<file path="src/rtl/twn_pkg.sv">
// Shared types, constants and round functions of the TWINE-style cipher core.
package twn_pkg;

    localparam int ROUND_COUNT = 36;
    localparam int RC_W        = $clog2(ROUND_COUNT);
    localparam int CFG_IDX_W   = 2;
    localparam int CFG_DATA_W  = 64;

    // Configuration register indexes
    localparam logic [CFG_IDX_W-1:0] CFG_KEY_HIGH = 2'd0;
    localparam logic [CFG_IDX_W-1:0] CFG_KEY_LOW  = 2'd1;
    localparam logic [CFG_IDX_W-1:0] CFG_KEY_SIZE = 2'd2;

    // Key size codes
    localparam logic KEY_80  = 1'b0;
    localparam logic KEY_128 = 1'b1;

    // Request codes
    localparam logic REQ_ENC = 1'b0;
    localparam logic REQ_DEC = 1'b1;

    localparam logic [7:0] RCON_INIT = 8'h01;
    localparam logic [7:0] RCON_POLY = 8'h1B;

    // Nibble 0 is the top nibble of the block, byte 0 the top byte of the key
    typedef logic [0:15][3:0] nib_arr_t;
    typedef logic [0:15][7:0] byte_arr_t;
    typedef logic [0:7][3:0]  rk_nib_t;
    typedef logic [31:0]      rkey_t;

    typedef struct packed {
        logic is_first;
        logic is_last;
    } cell_ctl_t;

    typedef struct packed {
        logic busy;
    } ks_stat_t;

    localparam logic [3:0] SBOX [16] = '{
        4'hC, 4'h0, 4'hF, 4'hA, 4'h2, 4'hB, 4'h9, 4'h5,
        4'h8, 4'h3, 4'hD, 4'h7, 4'h1, 4'hE, 4'h6, 4'h4
    };

    // Destination of each nibble in the forward shuffle
    localparam logic [3:0] PERM_FWD [16] = '{
        4'd5, 4'd0, 4'd1, 4'd4, 4'd7, 4'd12, 4'd3, 4'd8,
        4'd13, 4'd6, 4'd9, 4'd2, 4'd15, 4'd10, 4'd11, 4'd14
    };

    function automatic nib_arr_t feistel(input nib_arr_t x, input rkey_t rk);
        nib_arr_t y;
        rk_nib_t  kn;
        y  = x;
        kn = rk;
        for (int j = 0; j < 8; j++)
        begin
            y[2*j+1] = x[2*j+1] ^ SBOX[x[2*j] ^ kn[j]];
        end
        return y;
    endfunction

    function automatic nib_arr_t shuffle_fwd(input nib_arr_t x);
        nib_arr_t y;
        y = '0;
        for (int h = 0; h < 16; h++)
        begin
            y[PERM_FWD[h]] = x[h];
        end
        return y;
    endfunction

    function automatic nib_arr_t unshuffle(input nib_arr_t x);
        nib_arr_t y;
        for (int h = 0; h < 16; h++)
        begin
            y[h] = x[PERM_FWD[h]];
        end
        return y;
    endfunction

    // One step of the 80-bit schedule: mix into byte 0, then shift down
    function automatic byte_arr_t ks_step(input byte_arr_t w, input logic [7:0] con);
        byte_arr_t  y;
        logic [7:0] v;
        logic [7:0] t;
        v = w[1] ^ w[3] ^ w[4] ^ w[6] ^ w[13] ^ w[14] ^ con;
        t = {SBOX[v[7:4]], SBOX[v[3:0]]};
        y = w;
        y[0] = y[0] ^ t;
        for (int k = 0; k < 15; k++)
        begin
            y[k] = y[k+1];
        end
        y[15] = y[0];
        return y;
    endfunction

    function automatic logic [7:0] rcon_double(input logic [7:0] con);
        return {con[6:0], 1'b0} ^ (con[7] ? RCON_POLY : 8'h00);
    endfunction

endpackage

</file>
<file path="src/rtl/twn_key_sched.sv">
// Round key expansion: four schedule steps per cycle into a line of round keys.
module twn_key_sched (
    input  logic               clk,
    input  logic               rst_n,
    input  logic               restart,
    input  logic [63:0]        key_high,
    input  logic [63:0]        key_low,
    input  logic               key_size,
    output twn_pkg::rkey_t     rk_line [twn_pkg::ROUND_COUNT],
    output twn_pkg::ks_stat_t  stat
);
    import twn_pkg::*;

    logic            busy_reg;
    logic            load_reg;
    logic [RC_W-1:0] cnt_reg;
    byte_arr_t       w_reg;
    byte_arr_t       w_next;
    logic [7:0]      con_reg;
    rkey_t           rk_new;
    rkey_t           rk_reg [ROUND_COUNT];
    byte_arr_t       key_bytes;
    byte_arr_t       w_init;

    always_comb
    begin
        key_bytes = {key_high, key_low};
        w_init    = key_bytes;
        // 80-bit mode sees bytes 10 to 15 as zero
        for (int i = 10; i < 16; i++)
        begin
            w_init[i] = 8'h00;
        end
        w_next = w_reg;
        for (int s = 0; s < 4; s++)
        begin
            w_next = ks_step(w_next, con_reg);
        end
        if (key_size == KEY_128)
        begin
            rk_new = {key_bytes[2], key_bytes[3], key_bytes[12], key_bytes[15]};
        end
        else
        begin
            rk_new = {w_next[1], w_next[3], w_next[4], w_next[5]};
        end
    end

    always_ff @(posedge clk or negedge rst_n)
    begin
        if (!rst_n)
        begin
            busy_reg <= 1'b1;
            load_reg <= 1'b1;
            cnt_reg  <= '0;
        end
        else if (restart)
        begin
            busy_reg <= 1'b1;
            load_reg <= 1'b1;
            cnt_reg  <= '0;
        end
        else if (load_reg)
        begin
            load_reg <= 1'b0;
        end
        else if (busy_reg)
        begin
            if (cnt_reg == RC_W'(ROUND_COUNT - 1))
            begin
                busy_reg <= 1'b0;
            end
            cnt_reg <= cnt_reg + 1'b1;
        end
    end

    always_ff @(posedge clk)
    begin
        if (load_reg)
        begin
            w_reg   <= w_init;
            con_reg <= RCON_INIT;
        end
        else if (busy_reg)
        begin
            w_reg   <= w_next;
            con_reg <= rcon_double(con_reg);
            for (int i = 0; i < ROUND_COUNT - 1; i++)
            begin
                rk_reg[i] <= rk_reg[i+1];
            end
            rk_reg[ROUND_COUNT-1] <= rk_new;
        end
    end

    assign rk_line   = rk_reg;
    assign stat.busy = busy_reg;

endmodule

</file>
<file path="config.mk">
export PLATFORM = sky130hd
export DESIGN_NAME = twn_key_sched
export DESIGN_NICKNAME = d
export VERILOG_FILES = /design/src/rtl/twn_pkg.sv /design/src/rtl/twn_key_sched.sv
export SDC_FILE = /design/constraint.sdc
export NUM_CORES = 1
export LEC_CHECK = 0
export BUFFER_PORTS_ARGS = -buffer_cell sky130_fd_sc_hd__buf_2
export CAP_MARGIN = 20
export CORE_AREA = 2 2 501 503
export CTS_CLUSTER_SIZE = 30
export DETAILED_ROUTE_END_ITERATION = 16
export DIE_AREA = 0 0 503 505
export HOLD_SLACK_MARGIN = 0.06
export PLACE_DENSITY = 0.4
export SETUP_SLACK_MARGIN = 0.2
export SLEW_MARGIN = 20
export SYNTH_ARGS = -nofsm -noshare
export SYNTH_HDL_FRONTEND = slang
export SYNTH_SLANG_ARGS = --single-unit
</file>
<file path="constraint.sdc">
create_clock -name clk -period 28.3 [get_ports clk]
set_input_delay 4.245 -clock clk [delete_from_list [all_inputs] [get_ports clk]]
set_output_delay 4.245 -clock clk [all_outputs]
set_load 0.02 [all_outputs]
</file>
* Word level (Yosys, flattened, before mapping)
Cells that the tools add are included.
** Cells by class
- Equal/unequal tests :: 2
- Bitwise gates (word level) :: 1
- Add/sub/neg operators :: 1
- Reductions and logical operators :: 4
- Multiplexer cells :: 11
** Operator list (number)
- $mux W120 :: 2
- $mux W32 :: 1
- $mux W6 :: 3
- $add A6 B1 Y6 const B :: 1
- $eq A6 B6 Y1 const B :: 1
- $mux W1 :: 5
- $reduce_and A2 Y1 :: 2
- $reduce_bool A2 Y1 :: 2
- $ne A2 B2 Y1 const B :: 1
- $not A1 Y1 :: 1
** Word-level totals
- Bits in registers :: 1280
- Input port bits :: 132
- Output and inout bits :: 1153
- Word-level logic and storage cells :: 73

* Depth between registers and ports, before layout
Gate-level depths: netlist of the first run.
- Depth in word-level cells :: 5
- Mapped depth :: 5
- Gate-level depth less buffers :: 4

* Worst setup path before layout of the first run
No wires, ideal clock.
- Path kind :: flip-flop to flip-flop
- From :: reg, netlist name stat
- To :: reg w_reg, in the netlist w_next[17] (data pin)
- Clock period less this slack :: 15.568 ns
- Cell stages (with the launch flop) :: 6
- Path slack :: 12.732 ns
- Setup time :: 0.241 ns
- Required time :: 28.059 ns
- Arrival time :: 15.327 ns
- Path buffers :: 3
- Path through :: dfstp_2 buf_4 nor2b_1 buf_2 buf_2 a22o_1
** RTL lines
- end signal, assigned :: line twn_key_sched.sv:81 : w_reg <= w_init;
- end signal, assigned :: line twn_key_sched.sv:86 : w_reg <= w_next;
- end, declared :: line twn_key_sched.sv:17 : byte_arr_t w_reg;

* Worst setup path after layout of the first run
- From :: reg rk_reg, in the netlist rk_line[537]
- To :: out rk_line[537] in the netlist's numbering
** RTL lines
- start, declared :: line twn_key_sched.sv:21 : rkey_t rk_reg [ROUND_COUNT];
- start signal, assigned by index :: line twn_key_sched.sv:90 : rk_reg[i] <= rk_reg[i+1];
- start signal, assigned by index :: line twn_key_sched.sv:92 : rk_reg[ROUND_COUNT-1] <= rk_new;
- end, declared :: line twn_key_sched.sv:9 : output twn_pkg::rkey_t rk_line [twn_pkg::ROUND_COUNT],
No word-level cell between the ends.

==> qor.txt, run 1 <==
post-synthesis average cell area: 24.1 um^2
Worst Path Required: 24.05 ns
drt via density: 3.31
Seq/Total Area, Yosys: 94.3%
HP Class: flop to flop
TritonCTS Buffers: 147
total congestion overflow: 0
Post-Place Cells: 6226
Yosys reg bits: 1280
RSZ-0062 raised after global routing: false
total routed wirelength: 146 mm
Lkg Pwr: 21.0 nW
Detailed Routing Iterations Pass 1: 5
Syn Nets: 1803
antenna violations before repair: 45
max reg flops: 1152
largest net degree at the start of global routing: 133
setup violators final: 0
Max Freq: 0.167 GHz
met1 usage: 11.7%
Starting Density: 16.2%
Rel. slew slack: 29.1%
Final Cycle Share: 21.1%
Clock Path Buffers: 3
Area growth syn-to-layout: 37.6%
Yosys cell types: 28
gpl congestion: 0.829
PortBufs: 1244
Initial DRC Count: 1677
Die Width: 503 um
top cell type's share of synthesized area: 91.5%
critical-path cell list: buf_2
Worst EP arrival: 1.74 ns
Cells after Synth: 1670
die height: 505 um
CTS tree: yes
Setup Buffers After CTS: 0
Worst-path clk slew: 0.06 ns
core footprint: 248000 um^2
largest vdd supply drop: 0.0471 mV
gr usage total: 10.9%
Ys Warns: 0
max-cap violations: 0
Post-CTS Resized: 0
layout cells sized above 1: 47.7%
Worst-Margin Slew: 1.06 ns
H-tree depth: 4
setup_tns: 0 ns
DP HPWL: 112 mm
slowest CP cell: edfxtp_1
post-route ant nets: 0
clock latency at the later pin of the worst-skew pair: 0.78 ns
routed len/inst: 22.4 um
CP Class: flop to output pin
Sink Count: 1280
Post-route DRC: 0
clk_skew: 0.0477 ns
Layout Cells excl Fill: 6507
cell accounting for the most synthesized area: edfxtp_1
vias in the first global route: 21500
P per Cell Area: 80.2 nW/um^2
outcome: complete, no violations
critical path peak fanout: 2
row count: 183
fin nets: 3179
met3 usage: 4.44%
cell family with most CP delay: flip-flops
Pins Over Slew Limit: 0
Final Hold Vio Count: 0
hold buffer count at cts: 0
CP Buf/Inv Count: 1
routing usage on met2: 19.4%
CTS root buffer: clkbuf_16
die footprint: 254000 um^2
first-pass GRT wire length: 189 mm
Vias: 21500
Syn Std Cell Area: 40200 um^2
min Tclk post-route: 5.98 ns
Boundary Pins: 1285
Worst setup EP type: output pin
utilization after layout: 22.3%
Max stage delay on crit path: 0.69 ns
Most Crowded Layer GR: met2
synth top area cells: edfxtp_1, dfxtp_1, mux2i_1
Worst setup SP type: flop
[cells in the final DEF (no fill, tap or decap), drive strengths merged, types with 2 or more instances in the layout]
cell type	Yosys	layout
clkbuf	14	182
nor2	53	53
dfstp	2	2
bufinv	0	6
mux2	34	34
o21ai	63	63
nand3b	2	2
edfxtp	1224	1224
nand2	124	124
nor2b	3	3
mux2i	49	49
buf	26	1267
dfxtp	48	48
clkinv	0	66
nand4	2	2
inv	0	9
diode	0	13
clkinvlp	0	4
dfrtp	6	6
a22o	10	10
[metal layers]
metal | up-vias | share of wire [%]
li1 | 9338 | -
met1 | 10900 | 36
met2 | 1008 | 52
met3 | 227 | 9.7
met4 | 36 | 2.4
met5 | - | 0.14
[cells in the mapped netlist]
cell type and count:
edfxtp_1 1224, nand2_1 124, o21ai_0 63, nor2_1 53, mux2i_1 49, dfxtp_1 48, mux2_2 34, buf_2 22
clkbuf_1 14, a22o_1 10, dfrtp_1 6, nor2b_1 3, buf_4 2, dfstp_2 2, nand3b_1 2, nand4_1 2
a21o_1 1, a21oi_1 1, buf_1 1, buf_6 1, ha_1 1, nand3_1 1, nand4b_4 1, nor4b_1 1
or2_2 1, or3_1 1, xnor2_1 1, xor2_1 1
[where the power goes]
part,total [W],leakage (nW),switching (W),internal [W]
clock network,0.00184,2.26,0.000807,0.00103
logic,0.000306,6.19,0.000229,0.0000766
registers,0.00229,12.6,0.0000806,0.00221
total,0.00443,21.0,0.00112,0.00332
[worst reg2reg max path, delay by kind of cell, from the launching register on]
family                 cells  cell delay, ns
buffers and inverters      5            3.98
flip-flops                 1            0.67
AND/OR/NAND/NOR            1            0.86
[final cells by class]
type                       count  area [um^2]
timing repair buffer        1267         6430
sequential                  1280        37900
antenna                       13         32.5
fill                       26300       193000
clock inverter                85          835
tap                         3330         4170
clock buffer                 182         3830
multi-input combinational    350         2090
[final timing paths]
path                                         from                      to  slack, ns  depth (start not counted)
hold reg to reg            rk_line[876]$_DFFE_PP_  rk_line[908]$_DFFE_PP_       0.40                          0
min in group asynchronous                   rst_n  cnt_reg[2]$_DFFE_PN0P_       3.34                          1
setup / recovery           rk_line[537]$_DFFE_PP_            rk_line[537]      22.32                          1
max in group asynchronous                   rst_n        stat$_DFFE_PN1P_      24.70                          1
setup reg to reg                 stat$_DFFE_PN1P_  rk_line[654]$_DFFE_PP_      22.33                          6
hold / removal             rk_line[876]$_DFFE_PP_  rk_line[908]$_DFFE_PP_       0.40                          0
[stage by stage]
step	area, um^2	hold slack [ns]	setup slack, ns	total power (W)
after floorplan	40200	0.456	12.73	0.00249
after global placement	50600	0.426	22.15	0.00264
after detailed placement	50600	0.426	22.12	0.00264
after CTS	55200	0.401	22.12	0.00452
after global routing	55300	0.414	21.77	0.00460
final	55300	0.404	22.32	0.00443
[cells by family (layout without fill, tap and decap cells)]
| logic type | after synthesis | in the layout | share of synthesized area, % |
|---|---|---|---|
| AOI/OAI and AO/OA | 75 | 75 | 1.03 |
| xor gates and xnor gates | 2 | 2 | 0.0436 |
| adders and majority gates | 1 | 1 | 0.0311 |
| buffers and inverters | 40 | 1534 | 0.479 |
| DFF | 1280 | 1280 | 94.3 |
| muxes | 83 | 83 | 2.17 |
| other | 0 | 13 | 0 |
| and+or+nand+nor | 189 | 189 | 1.89 |
Power figures use the tool's default switching activity.
==> inputs of run 2 (changes only) <==
Settings changed: ABC_AREA set to 1, CORE_AREA 2 2 501 503 to 2 2 499 501, DIE_AREA 0 0 503 505 to 0 0 501 503.
Clock period 28.3 ns to 5.6 ns, I/O delays scaled along.
==> qor.txt, run 2 <==
post-synthesis average cell area: 23.2 um^2
clock latency at the later pin of the worst-skew pair: 0.82 ns
commonest non-fill, non-tap cell in the layout: buf_2
first-pass GRT wire length: 190 mm
Max Freq: 0.321 GHz
row count: 183
Crit path depth: 3
min Tclk post-route: 3.11 ns
top_reg_cell synth: edfxtp_1
total congestion overflow: 0
die height: 503 um
top cell type's share of synthesized area: 92.2%
gr usage total: 11.0%
Reg2Reg Depth: 3
CP Buf/Inv Count: 2
Comb pwr share: 6.7%
Worst EP arrival: 3.51 ns
Rel. slew slack: 30.9%
R2R Path End: rk_line[847]$_DFFE_PP_
Boundary Pins: 1285
commonest non-fill, non-tap cells in the layout: buf_2, edfxtp_1, clkbuf_16
Sw Pwr: 0.00578 W
Post-route DRC: 0
Lkg Pwr: 20.7 nW
outcome: complete, no violations
Final Cycle Share: 55.6%
drt via density: 3.34
Worst setup EP type: flop
antenna violations before repair: 32
Worst-Margin Slew: 1.04 ns
Die Width: 501 um
max-cap violations: 0
Max stage delay on crit path: 0.70 ns
Reg power frac: 50.9%
CTS root buffer: clkbuf_16
Critical Path Most Common Cell: buf_12
Clk pwr share: 42.4%
clk_skew: 0.0478 ns
Starting Density: 16.1%
DP HPWL: 113 mm
cell family with most CP delay: buffers and inverters
die footprint: 252000 um^2
max reg flops: 1152
critical-path cell list: nor2_4 > buf_12 > buf_12
total routed wirelength: 148 mm
setup_tns: 0 ns
WHS Path Cells: 1
Worst Setup SP: load_reg$_DFF_PN1_
commonest cells in the netlist: edfxtp_1, nand2_1, o21ai_0
Pins Over Slew Limit: 0
CP Class: flop to flop
vias in the first global route: 21300
slowest CP cell: buf_12
gpl congestion: 0.819
TritonCTS Buffers: 149
Filler cells: 25900
HP Start: restart
fin nets: 3230
setup violators final: 0
largest vdd supply drop: 0.264 mV
Syn Nets: 1850
Post-CTS Resized: 0
FF-to-FF setup slack: 2.49 ns
P per Cell Area: 411 nW/um^2
Area growth syn-to-layout: 38.2%
Ys Warns: 0
Yosys reg bits: 1280
Layout Cells excl Fill: 6465
synth top area cells: edfxtp_1, dfxtp_1, nand2_1
EDFF count, synth: 1224
HP Class: primary input to flop
post-route ant nets: 0
Final Hold Vio Count: 0
Seq/Total Area, Yosys: 95.1%
routed len/inst: 22.8 um
Sink Count: 1280
RSZ-0062 raised after global routing: false
Vias: 21600
Worst Path Required: 6.00 ns
CTS tree: yes
start of the worst register-to-register path: load_reg$_DFF_PN1_
Cells after Synth: 1717
largest net degree at the start of global routing: 176
Worst-path clk slew: 0.06 ns
Post-Place Cells: 6182
core footprint: 247000 um^2
Syn Std Cell Area: 39900 um^2
most numerous cell in the Yosys netlist: edfxtp_1
Detailed Routing Iterations Pass 1: 5
sw frac: 25.5%
layout cells sized above 1: 45.7%
Worst setup SP type: flop
critical path peak fanout: 175
Int Pwr: 0.0169 W
async set or reset register ratio after synthesis: 0.625%
H-tree depth: 4
Initial DRC Count: 1888
Clock Path Buffers: 3
Yosys cell types: 22
PortBufs: 1244
cell accounting for the most synthesized area: edfxtp_1
crit path capture: rk_line[847]$_DFFE_PP_
## run 2: worst min-delay path by stage
stage,to
finish,load_reg$_DFF_PN1_
CTS,load_reg$_DFF_PN1_
global placement,rk_line[459]$_DFFE_PP_
detailed placement,rk_line[408]$_DFFE_PP_
global route,load_reg$_DFF_PN1_
floorplan,w_next[32]$_SDFFE_PP0P_
## run 2: cell families (layout without fill, tap and decap cells)
| logic type | after synthesis | after routing | share of synthesized area [%] |
|---|---|---|---|
| buf+inv | 121 | 1623 | 1.21 |
| compound gates | 156 | 156 | 2.08 |
| fa+ha+maj | 1 | 1 | 0.0314 |
| other cells | 0 | 9 | 0 |
| simple gates | 159 | 159 | 1.55 |
| flops | 1280 | 1280 | 95.1 |
## run 2: timing repair
| item | in CTS | in global routing |
|---|---|---|
| endpoints found under the hold margin | 8 | 0 |
| buffers inserted | 0 | 0 |
| hold buffers | 1 | 0 |
| setup endpoints to repair | 0 | 0 |
## run 2: metal layers
metal	vias to the layer above	share of wire [%]	GRT usage, %	wire length (um)
met2	1015	51	19.3	75700
met4	22	3.5	4.29	5180
met1	10900	36	11.8	53400
li1	9423	-	-	-
met5	-	0.083	0.0190	122
met3	256	8.9	4.34	13100
## run 2: through the flow
stage / total power (W) / util, % / cell area (um^2) / hold slack (ns) / setup WS [ns]
floorplan: 0.0124 / - / 39900 / 0.422 / 1.15
global placement: 0.0133 / 20.3 / 50200 / 0.424 / 2.42
detailed placement: 0.0133 / 20.3 / 50200 / 0.426 / 2.41
CTS: 0.0231 / 22.3 / 55100 / 0.103 / 2.43
global route: 0.0235 / 22.3 / 55100 / 0.122 / 2.30
finish: 0.0227 / 22.3 / 55100 / 0.210 / 2.49
## run 2: worst register-to-register path, cell delays in order (launching register included)
cell	delay, ns
dfstp_4	0.69
nor2_4	0.47
buf_12	0.36
buf_12	1.00
## run 2: cell type report
cell class                      count  area, um^2  share of cell area, %
Sequential cell                  1280       37900                   68.8
Timing Repair Buffer             1262        6450                   11.7
Tap cell                         3237        4050                   7.35
Clock buffer                      190        3920                   7.12
Multi-Input combinational cell    316        1470                   2.66
Clock inverter                     83         925                   1.68
Inverter                           88         332                  0.602
Antenna cell                        9        22.5                 0.0409
## run 2: power by group through the flow
stage	registers, W	clock network [W]	logic [W]
after global placement	0.0117	0	0.00156
final	0.0115	0.00961	0.00152
after global routing	0.0116	0.0103	0.00161
after detailed placement	0.0118	0	0.00156
after floorplan	0.0122	0	0.000212
after CTS	0.0116	0.00999	0.00156
