<file path="src/rtl/twn_pkg.sv">
// Shared types, constants and round functions of the TWINE-style cipher core.
package twn_pkg;

    localparam int ROUND_COUNT = 36;
    localparam int RC_W        = $clog2(ROUND_COUNT);
    localparam int CFG_IDX_W   = 2;
    localparam int CFG_DATA_W  = 64;

    // Configuration register indexes
    localparam logic [CFG_IDX_W-1:0] CFG_KEY_HIGH = 2'd0;
    localparam logic [CFG_IDX_W-1:0] CFG_KEY_LOW  = 2'd1;
    localparam logic [CFG_IDX_W-1:0] CFG_KEY_SIZE = 2'd2;

    // Key size codes
    localparam logic KEY_80  = 1'b0;
    localparam logic KEY_128 = 1'b1;

    // Request codes
    localparam logic REQ_ENC = 1'b0;
    localparam logic REQ_DEC = 1'b1;

    localparam logic [7:0] RCON_INIT = 8'h01;
    localparam logic [7:0] RCON_POLY = 8'h1B;

    // Nibble 0 is the top nibble of the block, byte 0 the top byte of the key
    typedef logic [0:15][3:0] nib_arr_t;
    typedef logic [0:15][7:0] byte_arr_t;
    typedef logic [0:7][3:0]  rk_nib_t;
    typedef logic [31:0]      rkey_t;

    typedef struct packed {
        logic is_first;
        logic is_last;
    } cell_ctl_t;

    typedef struct packed {
        logic busy;
    } ks_stat_t;

    localparam logic [3:0] SBOX [16] = '{
        4'hC, 4'h0, 4'hF, 4'hA, 4'h2, 4'hB, 4'h9, 4'h5,
        4'h8, 4'h3, 4'hD, 4'h7, 4'h1, 4'hE, 4'h6, 4'h4
    };

    // Destination of each nibble in the forward shuffle
    localparam logic [3:0] PERM_FWD [16] = '{
        4'd5, 4'd0, 4'd1, 4'd4, 4'd7, 4'd12, 4'd3, 4'd8,
        4'd13, 4'd6, 4'd9, 4'd2, 4'd15, 4'd10, 4'd11, 4'd14
    };

    function automatic nib_arr_t feistel(input nib_arr_t x, input rkey_t rk);
        nib_arr_t y;
        rk_nib_t  kn;
        y  = x;
        kn = rk;
        for (int j = 0; j < 8; j++)
        begin
            y[2*j+1] = x[2*j+1] ^ SBOX[x[2*j] ^ kn[j]];
        end
        return y;
    endfunction

    function automatic nib_arr_t shuffle_fwd(input nib_arr_t x);
        nib_arr_t y;
        y = '0;
        for (int h = 0; h < 16; h++)
        begin
            y[PERM_FWD[h]] = x[h];
        end
        return y;
    endfunction

    function automatic nib_arr_t unshuffle(input nib_arr_t x);
        nib_arr_t y;
        for (int h = 0; h < 16; h++)
        begin
            y[h] = x[PERM_FWD[h]];
        end
        return y;
    endfunction

    // One step of the 80-bit schedule: mix into byte 0, then shift down
    function automatic byte_arr_t ks_step(input byte_arr_t w, input logic [7:0] con);
        byte_arr_t  y;
        logic [7:0] v;
        logic [7:0] t;
        v = w[1] ^ w[3] ^ w[4] ^ w[6] ^ w[13] ^ w[14] ^ con;
        t = {SBOX[v[7:4]], SBOX[v[3:0]]};
        y = w;
        y[0] = y[0] ^ t;
        for (int k = 0; k < 15; k++)
        begin
            y[k] = y[k+1];
        end
        y[15] = y[0];
        return y;
    endfunction

    function automatic logic [7:0] rcon_double(input logic [7:0] con);
        return {con[6:0], 1'b0} ^ (con[7] ? RCON_POLY : 8'h00);
    endfunction

endpackage

</file>
<file path="src/rtl/twn_cell.sv">
// One round cell of the cipher chain: Feistel layer plus shuffle (unshuffle before it when decrypting), one stage.
module twn_cell (
    input  logic              clk,
    input  logic              rst_n,
    input  twn_pkg::cell_ctl_t ctl,
    input  twn_pkg::rkey_t    rk_enc,
    input  twn_pkg::rkey_t    rk_dec,
    input  logic              up_valid,
    input  logic              up_mode,
    input  logic [63:0]       up_block,
    output logic              up_ready,
    output logic              dn_valid,
    output logic              dn_mode,
    output logic [63:0]       dn_block,
    input  logic              dn_ready
);
    import twn_pkg::*;

    logic        valid_reg;
    logic        mode_reg;
    logic [63:0] block_reg;
    logic [63:0] block_next;

    nib_arr_t x;
    nib_arr_t t;

    always_comb
    begin
        x = up_block;
        if (up_mode == REQ_ENC)
        begin
            t = feistel(x, rk_enc);
            block_next = ctl.is_last ? t : shuffle_fwd(t);
        end
        else
        begin
            t = ctl.is_first ? x : unshuffle(x);
            block_next = feistel(t, rk_dec);
        end
    end

    // Take a word whenever this stage is empty or its contents move on
    assign up_ready = !valid_reg || dn_ready;

    always_ff @(posedge clk or negedge rst_n)
    begin
        if (!rst_n)
        begin
            valid_reg <= 1'b0;
        end
        else if (up_ready)
        begin
            valid_reg <= up_valid;
        end
    end

    always_ff @(posedge clk)
    begin
        if (up_ready && up_valid)
        begin
            mode_reg  <= up_mode;
            block_reg <= block_next;
        end
    end

    assign dn_valid = valid_reg;
    assign dn_mode  = mode_reg;
    assign dn_block = block_reg;

endmodule

</file>
<file path="config.mk">
export PLATFORM = sky130hd
export DESIGN_NAME = twn_cell
export DESIGN_NICKNAME = d
export VERILOG_FILES = /design/src/rtl/twn_pkg.sv /design/src/rtl/twn_cell.sv
export SDC_FILE = /design/constraint.sdc
export NUM_CORES = 1
export LEC_CHECK = 0
export BUFFER_PORTS_ARGS = -buffer_cell sky130_fd_sc_hd__buf_2
export CAP_MARGIN = 20
export CORE_MARGIN = 2
export CORE_UTILIZATION = 50
export DETAILED_ROUTE_END_ITERATION = 10
export PLACE_DENSITY = 0.89
export SLEW_MARGIN = 20
export SYNTH_ARGS = -nofsm -noshare
export SYNTH_HDL_FRONTEND = slang
export SYNTH_SLANG_ARGS = --single-unit
export TNS_END_PERCENT = 5
</file>
<file path="constraint.sdc">
create_clock -name clk -period 2.3 [get_ports clk]
set_input_delay 0.69 -clock clk [delete_from_list [all_inputs] [get_ports clk]]
set_output_delay 0.69 -clock clk [all_outputs]
set_load 0.01 [all_outputs]
</file>
Word level (Yosys, flattened, before mapping)
Memory sizes are Yosys's and may differ from the RTL's.
Cells that the tools add are included.
- register bits: 66
- memory bits (read-only): 1024
- bits of input ports: 135
- output and inout port bits: 67
- logic and storage cells: 121
- memories kept: 16
- magnitude comparators: 16
- muxes and demuxes: 35
- bitwise gates (word level): 48
- reduce and logical (&&, ||, !) cells: 3
- memories (name ; words ; width ; read ports ; clocked after memory_dff ; wr ports ; line ; RTL):
    (name not given) ; 16 ; 4 ; 1 ; 0 ; 0 ; twn_pkg.sv:58 ; y[2*j+1] = x[2*j+1] ^ SBOX[x[2*j] ^ kn[j]];
    (name not given) ; 16 ; 4 ; 1 ; 0 ; 0 ; twn_pkg.sv:58 ;
    (name not given) ; 16 ; 4 ; 1 ; 0 ; 0 ; twn_pkg.sv:58 ;
    (name not given) ; 16 ; 4 ; 1 ; 0 ; 0 ; twn_pkg.sv:58 ;
    (name not given) ; 16 ; 4 ; 1 ; 0 ; 0 ; twn_pkg.sv:58 ;
    (name not given) ; 16 ; 4 ; 1 ; 0 ; 0 ; twn_pkg.sv:58 ;
    10 more memories ; -- ; -- ; -- ; -- ; -- ; -- ;
- operator list (operator ; number):
    $mux W64 ; 3
    $mux W4 ; 32
    $xor A4 B4 Y4 ; 32
    $ge A5 B5 Y1 const B ; 16
    $not A4 Y5 ; 16
    $logic_and A1 B1 Y1 ; 1
    $logic_not A1 Y1 ; 1
    $logic_or A1 B1 Y1 ; 1

Logic depth before layout (Yosys ltp)
Gate-level depths: netlist of run 1.
- depth in word-level cells: 8
- depth in mapped cells: 12
- depth with buffers taken out: 9

Least setup slack after synthesis of run 1
No wires, ideal clock.
- kind: in2reg
- from: input port dn_ready
- to: register block_reg[0] (netlist: dn_block[0]), enable pin
- data arrival time: 2.433 ns
- required time: 1.870 ns
- path slack: -0.563 ns
- stages: 2
- buffers on the path: 0
- cell sequence: nand2b_1 and2_1
- longest elaborated chain between the ends: 2
- ends and longest elaborated chain (element ; line ; RTL):
    start, declared ; twn_cell.sv:15 ; input logic dn_ready
    $logic_or A1 B1 Y1 ; twn_cell.sv:43 ; assign up_ready = !valid_reg || dn_ready;
    $logic_and A1 B1 Y1 ; twn_cell.sv:59 ; if (up_ready && up_valid)
    end signal, assigned ; twn_cell.sv:62 ; block_reg <= block_next;
    end, declared ; twn_cell.sv:21 ; logic [63:0] block_reg;
Every way passes these cells.
A chain may end at the register's enable or synchronous reset.

Worst setup path after layout of run 1
- from: input port ctl[1] (netlist name)
- to: register block_reg[59] (netlist: dn_block[59]) (data pin)
- longest elaborated chain between the ends: 8
- ends and longest elaborated chain (element ; line ; RTL):
    start, declared ; twn_cell.sv:5 ; input twn_pkg::cell_ctl_t ctl,
    $mux W64 * ; twn_cell.sv:37 ; t = ctl.is_first ? x : unshuffle(x);
    $xor A4 B4 Y4 ; twn_pkg.sv:58 ;
    $not A4 Y5 (not written as such) ; twn_pkg.sv:58 ;
    $mem_v2 Z16 W4 ; -- ;
    $mux W4 (not written as such) (2 in series) ; twn_pkg.sv:58 ;
    $xor A4 B4 Y4 * ; twn_pkg.sv:58 ;
    $mux W64 * ; twn_cell.sv:30 ; if (up_mode == REQ_ENC)
    via block_next[59] ; twn_cell.sv:22 ; logic [63:0] block_next;
Mark *: on every way through the listed nets, which the timed path passes. The rest lies on a longest branch. The select of a mux whose other input is x is not followed.

==> results of run 1 <==
[layout make-up]
cell class	instances	area, µm²	area share [%]
clock inverters	7	93.84	0.8249
diodes	2	5.005	0.04399
multi-input cells	644	5823	51.19
flip-flops and latches	66	1977	17.38
clock buffers	9	225.2	1.980
inverters	35	132.6	1.166
well taps	188	235.2	2.068
repair buffers	429	2884	25.35
[report_power, final]
group,switching (mW),internal [mW],total (mW)
registers,0.0412,1.50,1.54
logic,1.81,1.62,3.44
clock network,0.575,0.947,1.52
[through the flow]
stage,hold slack (ns),total power [mW]
after floorplan,0.3944,3.365
after global placement,0.4653,4.499
after detailed placement,0.4656,4.632
after CTS,0.09790,6.258
after global routing,0.1029,6.727
final,0.1055,6.500
[layout by cell type (no fill, tap or decap), drive strengths merged, types with 14 or more instances in the layout]
cell    netlist  routed
edfxtp       65      65
nor2         30      30
nand3        14      14
mux2i       119     119
ha           15      15
a22oi        29      29
a21oi        42      42
nand2        53      53
xor2         64      64
xnor2        99      99
buf          11     428
a211oi       24      24
inv          34      34
o21ai        48      48
[logic make-up (layout without fill, tap and decap cells)]
family,Yosys count,in the layout,synth area share (%)
AOI/OAI and AO/OA,214,214,19.17
other,0,2,0
buffers and inverters,77,480,4.585
and+or+nand+nor,126,126,7.118
xor gates and xnor gates,163,163,22.38
muxes,126,126,19.01
DFF,66,66,25.33
adders and majority gates,15,15,2.405
[flip-flops by register name (all words and copies together), names as in the netlist]
register,flops
dn_block,64
dn_mode,1
dn_valid,1
[layer usage]
metal | routed length, µm | share of wire (%) | GRT usage (%)
met5 | 12 | 0.040 | 0
met4 | 2163 | 7.2 | 21.48
met3 | 3090 | 10 | 6.861
met2 | 14090 | 47 | 56.64
met1 | 10860 | 36 | 39.84
[worst max-delay path by stage]
stage	start	end	slack [ns]	cells past startpoint
after detailed placement	ctl[1]	dn_block[59]	-0.70	11
after CTS	ctl[1]	dn_block[18]	-0.07	10
final	ctl[1]	dn_block[59]	-0.28	11
after floorplan	ctl[1]	dn_block[3]	-0.51	10
after global placement	ctl[1]	dn_block[59]	-0.54	11
after global routing	ctl[1]	dn_block[59]	-0.28	11
[what timing repair did]
| action | 4_1_cts | 5_1_grt |
|---|---|---|
| endpoints found under the setup margin | 34 | 46 |
| gates cloned | 2 | 0 |
| resized for setup | 44 | 35 |
| hold buffers | 0 | 0 |
| pin swaps | 22 | 19 |
| endpoints found under the hold margin | 0 | 0 |
| buffers inserted | 7 | 2 |
==> impl_metrics.json, run 1 <==
{
  "grt_max_degree": 62,
  "r2r_end": "dn_block[18]",
  "ctsRootBufferMaster": "clkbuf_16",
  "boundaryPins": 202,
  "hold_viol": 0,
  "slowest_delay_ns": 0.29,
  "grt_pass1_vias": 8316,
  "peakVddDrop_v": 0.0004408,
  "fin_cells": 1380,
  "viasPerCell": 6.304,
  "fp.dieH_um": 128.9,
  "first_pass_iters": 8,
  "numCtsBuffers": 9,
  "crit_required_ns": 2.37,
  "status": "complete, but fails checks",
  "synth_edf_count": 65,
  "wl_per_cell_um": 21.90,
  "async_flop_share_pct": 1.515,
  "setup_slack_ns": -0.2813,
  "clock-sinks": 66,
  "portBuffers": 201,
  "final_util_pct": 74.83,
  "syn_area_per_cell_um2": 9.917,
  "worstSetupPathType": "input port to register",
  "slew_viol_final": 0,
  "rows": 45,
  "max-cap-violations": 0,
  "ys_ff_latch": 66,
  "ys_seq_area_share_pct": 25.33,
  "r2r_cells": 3,
  "tns_ns": -2.138,
  "drive_gt1_share_pct": 47.65,
  "cts_buffer_depth": 2,
  "power.leakage_nw": 5.065,
  "rsz0062_at_grt": "true",
  "arrival_ns": 2.65,
  "synthTopCellsByArea": "edfxtp_1 25%, mux2i_1 12%, xnor2_1 8.3%",
  "drc": 0,
  "crit_path_top_delay_cell": "mux2_4",
  "grt_usage_pct": 33.88,
  "antenna_found_initial": 3,
  "start_util_pct": 51.34,
  "worstSetupEndpointType": "register",
  "yosysMostFrequentCell": "mux2i_1",
  "drtIter0Drc": 1228,
  "dr_total_vias": 8699,
  "path_clk_slew_ns": 0.06,
  "start_kind": "input port",
  "cts_tree": "done",
  "die-width_um": 128.9,
  "netlist.area_leader.share_pct": 25.01,
  "fin_crit_ns": 2.581,
  "regToRegSetupSlack_ns": 0.87,
  "yosysTopAreaCell": "edfxtp_1",
  "ant_nets": 0,
  "fmax_mhz": 387.4,
  "crit_buf_inv": 4,
  "violations": "negative setup slack",
  "finalInstanceArea_um2": 11380,
  "reg2reg_from": "dn_valid",
  "crit_family": "multiplexers",
  "dpl_cell_area_um2": 10540,
  "cp_cell_sequence": "buf_16 > buf_12 > mux2i_4 > xnor2_2 > clkinv_2 > ha_4 > inv_2 > mux2_4 > mux2i_4 > xnor2_2 > a22oi_2",
  "syn2layout_area_growth_pct": 45.75,
  "hold_path_class": "input port to asynchronous set/reset pin",
  "setup_viol": 25,
  "slew_headroom_pct": 31.22,
  "clkLatencyLatePin_ns": 0.35,
  "routed_wl_um": 30220,
  "die_area_um2": 16630,
  "synthFlopType": "edfxtp_1",
  "worst_pin_slew_ns": 1.028,
  "yosys_warnings": 0,
  "timing.final.crit_share_pct": 112.2,
  "fillerInstances": 919,
  "grt_first_pass_wirelength_um": 43300,
  "core_area_um2": 15200,
  "grt_overflow": 0,
  "syn_inst": 787,
  "synth_commonest_cells": "97 x mux2i_1, 74 x xnor2_1, 65 x edfxtp_1",
  "dp_slack_ns": -0.6989,
  "finalClockSkew_ns": 0.008691,
  "dpl.hpwl_um": 21070,
  "syn_nets": 937,
  "placedCellCount": 1354,
  "finalWeightedCongestion": 0.9342,
  "worstPathMaxFanout": 7,
  "nNetsFinal": 1335,
  "cts_max_level": 3,
  "synth.cell_area_um2": 7805,
  "powerDensity_nw_per_um2": 571.4,
  "netlist-cell-type-count": 53
}
No activity file was read; power rests on OpenSTA's default activity.
==> run 2: changes to the inputs <==
- CORE_UTILIZATION: 50 -> 25
- PLACE_DENSITY: 0.89 -> 0.55
==> impl_metrics.json, run 2 (synthesis results as in run 1) <==
{
  "final-seq-area_um2": 1977,
  "grt_pass1_vias": 7858,
  "drtIter0Drc": 473,
  "crit_path_top_delay_cell": "xnor2_2",
  "fp.dieH_um": 180.7,
  "final_util_pct": 39.39,
  "finalClockSkew_ns": 0.009511,
  "cts_max_level": 3,
  "placedCellCount": 1594,
  "worstPathMaxFanout": 6,
  "final_cell_mix": "245 x buf_4, 200 x buf_2, 88 x mux2i_1, 65 x edfxtp_1, 63 x xnor2_1",
  "final_common_cell": "buf_4",
  "finalWeightedCongestion": 0.8601,
  "wl_per_cell_um": 18.50,
  "hold_viol": 0,
  "setup_slack_ns": -0.03043,
  "r2r_end": "dn_block[56]",
  "power_frac_comb_pct": 50.9,
  "syn2layout_area_growth_pct": 54.79,
  "largest_reg_flops": 64,
  "core_area_um2": 30670,
  "reg2reg_from": "dn_valid",
  "ctsRootBufferMaster": "clkbuf_16",
  "dpl.hpwl_um": 24110,
  "grt_max_degree": 73,
  "p_switching_mw": 2.362,
  "setup_viol": 6,
  "intPower_mw": 4.392,
  "viasPerCell": 4.801,
  "max-cap-violations": 0,
  "routed_wl_um": 30050,
  "grt_overflow": 0,
  "hold_slack_ns": 0.09860,
  "die-width_um": 180.7,
  "slowest_delay_ns": 0.37,
  "r2r_cells": 3,
  "switching_share_pct": 34.97,
  "slew_headroom_pct": 34.19,
  "p_clk_share_pct": 26.2,
  "violations": "negative setup slack",
  "path_clk_slew_ns": 0.06,
  "die_area_um2": 32650,
  "drive_gt1_share_pct": 50.08,
  "dp_slack_ns": -0.6959,
  "crit_required_ns": 2.39,
  "portBuffers": 201,
  "cts_tree": "done",
  "peakVddDrop_v": 0.0003534,
  "powerDensity_nw_per_um2": 559.0,
  "ant_nets": 0,
  "timing.final.crit_share_pct": 101.3,
  "fin_crit_ns": 2.330,
  "seq_power_share_pct": 22.9,
  "hold_path_class": "input port to asynchronous set/reset pin",
  "antenna_found_initial": 9,
  "clkLatencyLatePin_ns": 0.36,
  "multi_input_area_um2": 5877,
  "grt_usage_pct": 17.89,
  "grt_first_pass_wirelength_um": 44970,
  "rsz0062_at_grt": "true",
  "worst_pin_slew_ns": 0.9835,
  "fmax_mhz": 429.1,
  "crit_start": "ctl[1]",
  "drc": 0,
  "dr_total_vias": 7797,
  "nNetsFinal": 1371,
  "fin_cells": 1624,
  "worstSetupEndpointType": "register",
  "start_util_pct": 25.45,
  "power.leakage_nw": 5.315,
  "arrival_ns": 2.42,
  "regToRegSetupSlack_ns": 0.93,
  "fillerInstances": 3045,
  "worstSetupPathType": "input port to register",
  "first_pass_iters": 5,
  "crit_end": "dn_block[40]",
  "start_kind": "input port",
  "slew_viol_final": 0,
  "status": "complete, but fails checks",
  "cts_buffer_depth": 2,
  "rows": 64,
  "cp_cell_sequence": "buf_16 > buf_12 > buf_12 > mux2i_4 > xnor2_2 > xnor2_2 > a221oi_2 > xor2_1 > o21ai_2",
  "clock-sinks": 66,
  "numCtsBuffers": 9,
  "boundaryPins": 202
}
run 2: changes by cell type in the layout (fill, tap and decap cells not counted), sizes merged:
cell and delta:
buf +37, bufinv +2, bufbuf -1, clkinv -1, clkinvlp -1
run 2: how the worst min path moves through the flow:
| stage | slack (ns) | to |
|---|---|---|
| detailed placement | 0.47 | dn_valid |
| finish | 0.1 | dn_valid |
| global route | 0.09 | dn_valid |
| global placement | 0.47 | dn_valid |
| CTS | 0.09 | dn_valid |
| floorplan | 0.39 | dn_valid |
run 2: metal layers:
layer / vias up / GRT usage, % / wire length [µm]
met3: 50 / 3.911 / 1844
met1: 3706 / 23.38 / 13270
met5: - / 0 / 75
met4: 14 / 5.677 / 702
met2: 257 / 29.37 / 14160
li1: 3770 / - / -
run 2: what timing repair did:
action | CTS | global route
pin swaps | 12 | 32
buffers inserted | 2 | 11
setup endpoints to repair | 29 | 39
hold buffers | 0 | 0
gates cloned | 2 | 0
gates resized for setup | 25 | 64
run 2: worst max-delay path: cells and delay by family:
| family | cells | cell delay (ns) |
|---|---|---|
| mux | 1 | 0.21 |
| compound gates | 2 | 0.39 |
| xor+xnor | 3 | 0.70 |
| buf+inv | 3 | 0.41 |
run 2: metrics by stage:
stage / power, mW / TNS [ns] / instance area [µm²]
2_1_floorplan: 3.365 / -7.754 / 7806
3_3_place_gp: 4.735 / -20.40 / 11120
3_5_place_dp: 4.774 / -21.76 / 11120
4_1_cts: 6.631 / -0.3444 / 11660
5_1_grt: 7.124 / -1.320 / 12080
6_report: 6.754 / -0.1572 / 12080
run 2: power groups by stage:
stage / clock network [mW] / registers (mW) / logic, mW
finish: 1.77 / 1.54 / 3.44
global route: 1.84 / 1.56 / 3.72
CTS: 1.80 / 1.55 / 3.28
detailed placement: 0 / 1.57 / 3.20
global placement: 0 / 1.57 / 3.16
floorplan: 0 / 1.62 / 1.75
run 2: cell type report:
cell class / count / share of cell area (%)
sequential: 66 / 16.36
clock buffer: 9 / 1.864
clock inverter: 7 / 1.170
multi-input combinational: 644 / 48.64
antenna: 2 / 0.04142
inverter: 35 / 1.098
tap: 396 / 4.101
timing repair buffer: 465 / 26.72
==> run 3: changes to the inputs <==
- CTS_BUF_LIST: not set -> sky130_fd_sc_hd__clkbuf_8
==> impl_metrics.json, run 3 (synthesis results as in run 1) <==
{
  "cp_cell_sequence": "bufbuf_16 > buf_6 > mux2i_4 > xor2_2 > buf_4 > nor3_1 > a311oi_2 > buf_4 > xor2_1 > o22ai_1",
  "grt_usage_pct": 17.85,
  "start_util_pct": 25.45,
  "arrival_ns": 2.46,
  "grt_pass1_vias": 7823,
  "wl_per_cell_um": 18.38,
  "hold_viol": 0,
  "drc": 0,
  "ant_nets": 0,
  "cts_hold_buf": 0,
  "cts_tree": "done",
  "crit_required_ns": 2.41,
  "cts_max_level": 3,
  "finalClockSkew_ns": 0.01669,
  "peakVddDrop_v": 0.0003132,
  "boundaryPins": 202,
  "nNetsFinal": 1379,
  "slew_viol_final": 0,
  "drive_gt1_share_pct": 48.70,
  "crit_path_top_delay_cell": "mux2i_4",
  "numCtsBuffers": 9,
  "power.leakage_nw": 5.280,
  "worstSetupEndpointType": "register",
  "setup_viol": 6,
  "die-width_um": 180.7,
  "ctsRootBufferMaster": "clkbuf_8",
  "fp.dieH_um": 180.7,
  "fin_cells": 1632,
  "final_cell_mix": "250 x buf_4, 200 x buf_2, 89 x mux2i_1, 68 x xnor2_1, 65 x edfxtp_1",
  "finalWeightedCongestion": 0.8601,
  "antenna_found_initial": 9,
  "worst_pin_slew_ns": 1.072,
  "dpl.hpwl_um": 24110,
  "slew_headroom_pct": 28.25,
  "timing.final.crit_share_pct": 102.0,
  "placedCellCount": 1594,
  "worstPathMaxFanout": 5,
  "grt_overflow": 0,
  "fmax_mhz": 426.1,
  "path_clk_slew_ns": 0.09,
  "fillerInstances": 3059,
  "dr_total_vias": 7823,
  "viasPerCell": 4.794,
  "core_area_um2": 30670,
  "clkLatencyLatePin_ns": 0.37,
  "powerDensity_nw_per_um2": 531.2,
  "hold_path_class": "input port to asynchronous set/reset pin",
  "clock-sinks": 66,
  "portBuffers": 201,
  "crit_top_cell": "buf_4",
  "slowest_delay_ns": 0.30,
  "largest_reg_flops": 64,
  "die_area_um2": 32650,
  "grt_first_pass_wirelength_um": 44910,
  "fin_crit_ns": 2.347,
  "violations": "negative setup slack",
  "final_common_cell": "buf_4",
  "status": "complete, but fails checks",
  "worstSetupPathType": "input port to register",
  "rsz0062_at_grt": "true",
  "syn2layout_area_growth_pct": 52.36,
  "grt_max_degree": 73,
  "drtIter0Drc": 538,
  "dp_slack_ns": -0.6959,
  "rows": 64,
  "start_kind": "input port",
  "routed_wl_um": 29990,
  "setup_slack_ns": -0.04701,
  "max-cap-violations": 0,
  "first_pass_iters": 5,
  "cts_buffer_depth": 2
}
## run 3: changes by cell type in the layout (fill, tap and decap cells not counted), moves of 4 or more
cell       previous run  this run
buf_4               245       250
clkbuf_16             9         0
clkbuf_8              0         9
inv_1                26        31
inv_2                 8         3
o21ai_0              29        33
xnor2_1              63        68
## run 3: report_power, final
part / switching, mW / total, mW / internal (mW)
logic: 1.69 / 3.40 / 1.71
registers: 0.0439 / 1.54 / 1.50
clock network: 0.548 / 1.38 / 0.831
## run 3: stage by stage
step / utilization, % / setup TNS (ns) / total power [mW] / hold WS [ns] / area [µm²]
6_report: 38.77 / -0.1260 / 6.317 / 0.06938 / 11890
5_1_grt: 38.77 / -1.388 / 6.690 / 0.04921 / 11890
3_3_place_gp: 36.24 / -20.40 / 4.735 / 0.4658 / 11120
4_1_cts: 37.60 / -0.2262 / 6.225 / 0.05557 / 11530
3_5_place_dp: 36.24 / -21.76 / 4.774 / 0.4667 / 11120
2_1_floorplan: - / -7.754 / 3.365 / 0.3944 / 7806
## run 3: area by class of cell
cell class,count,area (µm²),area share (%)
clock inverters,7,141.4,1.189
multi-input cells,644,5708,48.00
clock buffers,9,123.9,1.042
well taps,396,495.5,4.167
diodes,2,5.005,0.04209
flip-flops and latches,66,1977,16.62
repair buffers,473,3308,27.82
inverters,35,132.6,1.115
## run 3: timing repair
item,in CTS,in global routing
buffers inserted,1,18
setup endpoints to repair,27,36
gates resized for setup,18,43
pin swaps,10,33
gates cloned,2,0
## run 3: worst max-delay path: cells and delay by family
family                 cells  cell delay (ns)
AO/OA/AOI/OAI              2             0.39
multiplexers               1             0.30
buffers and inverters      4             0.68
AND/OR/NAND/NOR            1             0.04
XOR/XNOR                   2             0.37
## run 3: layer usage
layer  global-route usage, %  up-vias  wire length, µm
li1                        -     3788                -
met1                   23.43     3736            13330
met2                   29.41      235            14070
met3                   3.689       50             1805
met4                   5.484       14              713
met5                       0        -               75
## run 3: worst paths after layout
| kind | start | end | slack, ns | cells past startpoint |
|---|---|---|---|---|
| worst max register to register | dn_valid | dn_block[56] | 0.90 | 3 |
| worst max-delay path | ctl[1] | dn_block[8] | -0.05 | 10 |
| worst min register to register | dn_valid | dn_valid | 0.54 | 2 |
| worst min-delay path | rst_n | dn_valid | 0.07 | 1 |
| max in group asynchronous | rst_n | dn_valid | 2.15 | 1 |
| min in group clk | up_valid | dn_valid | 0.52 | 2 |
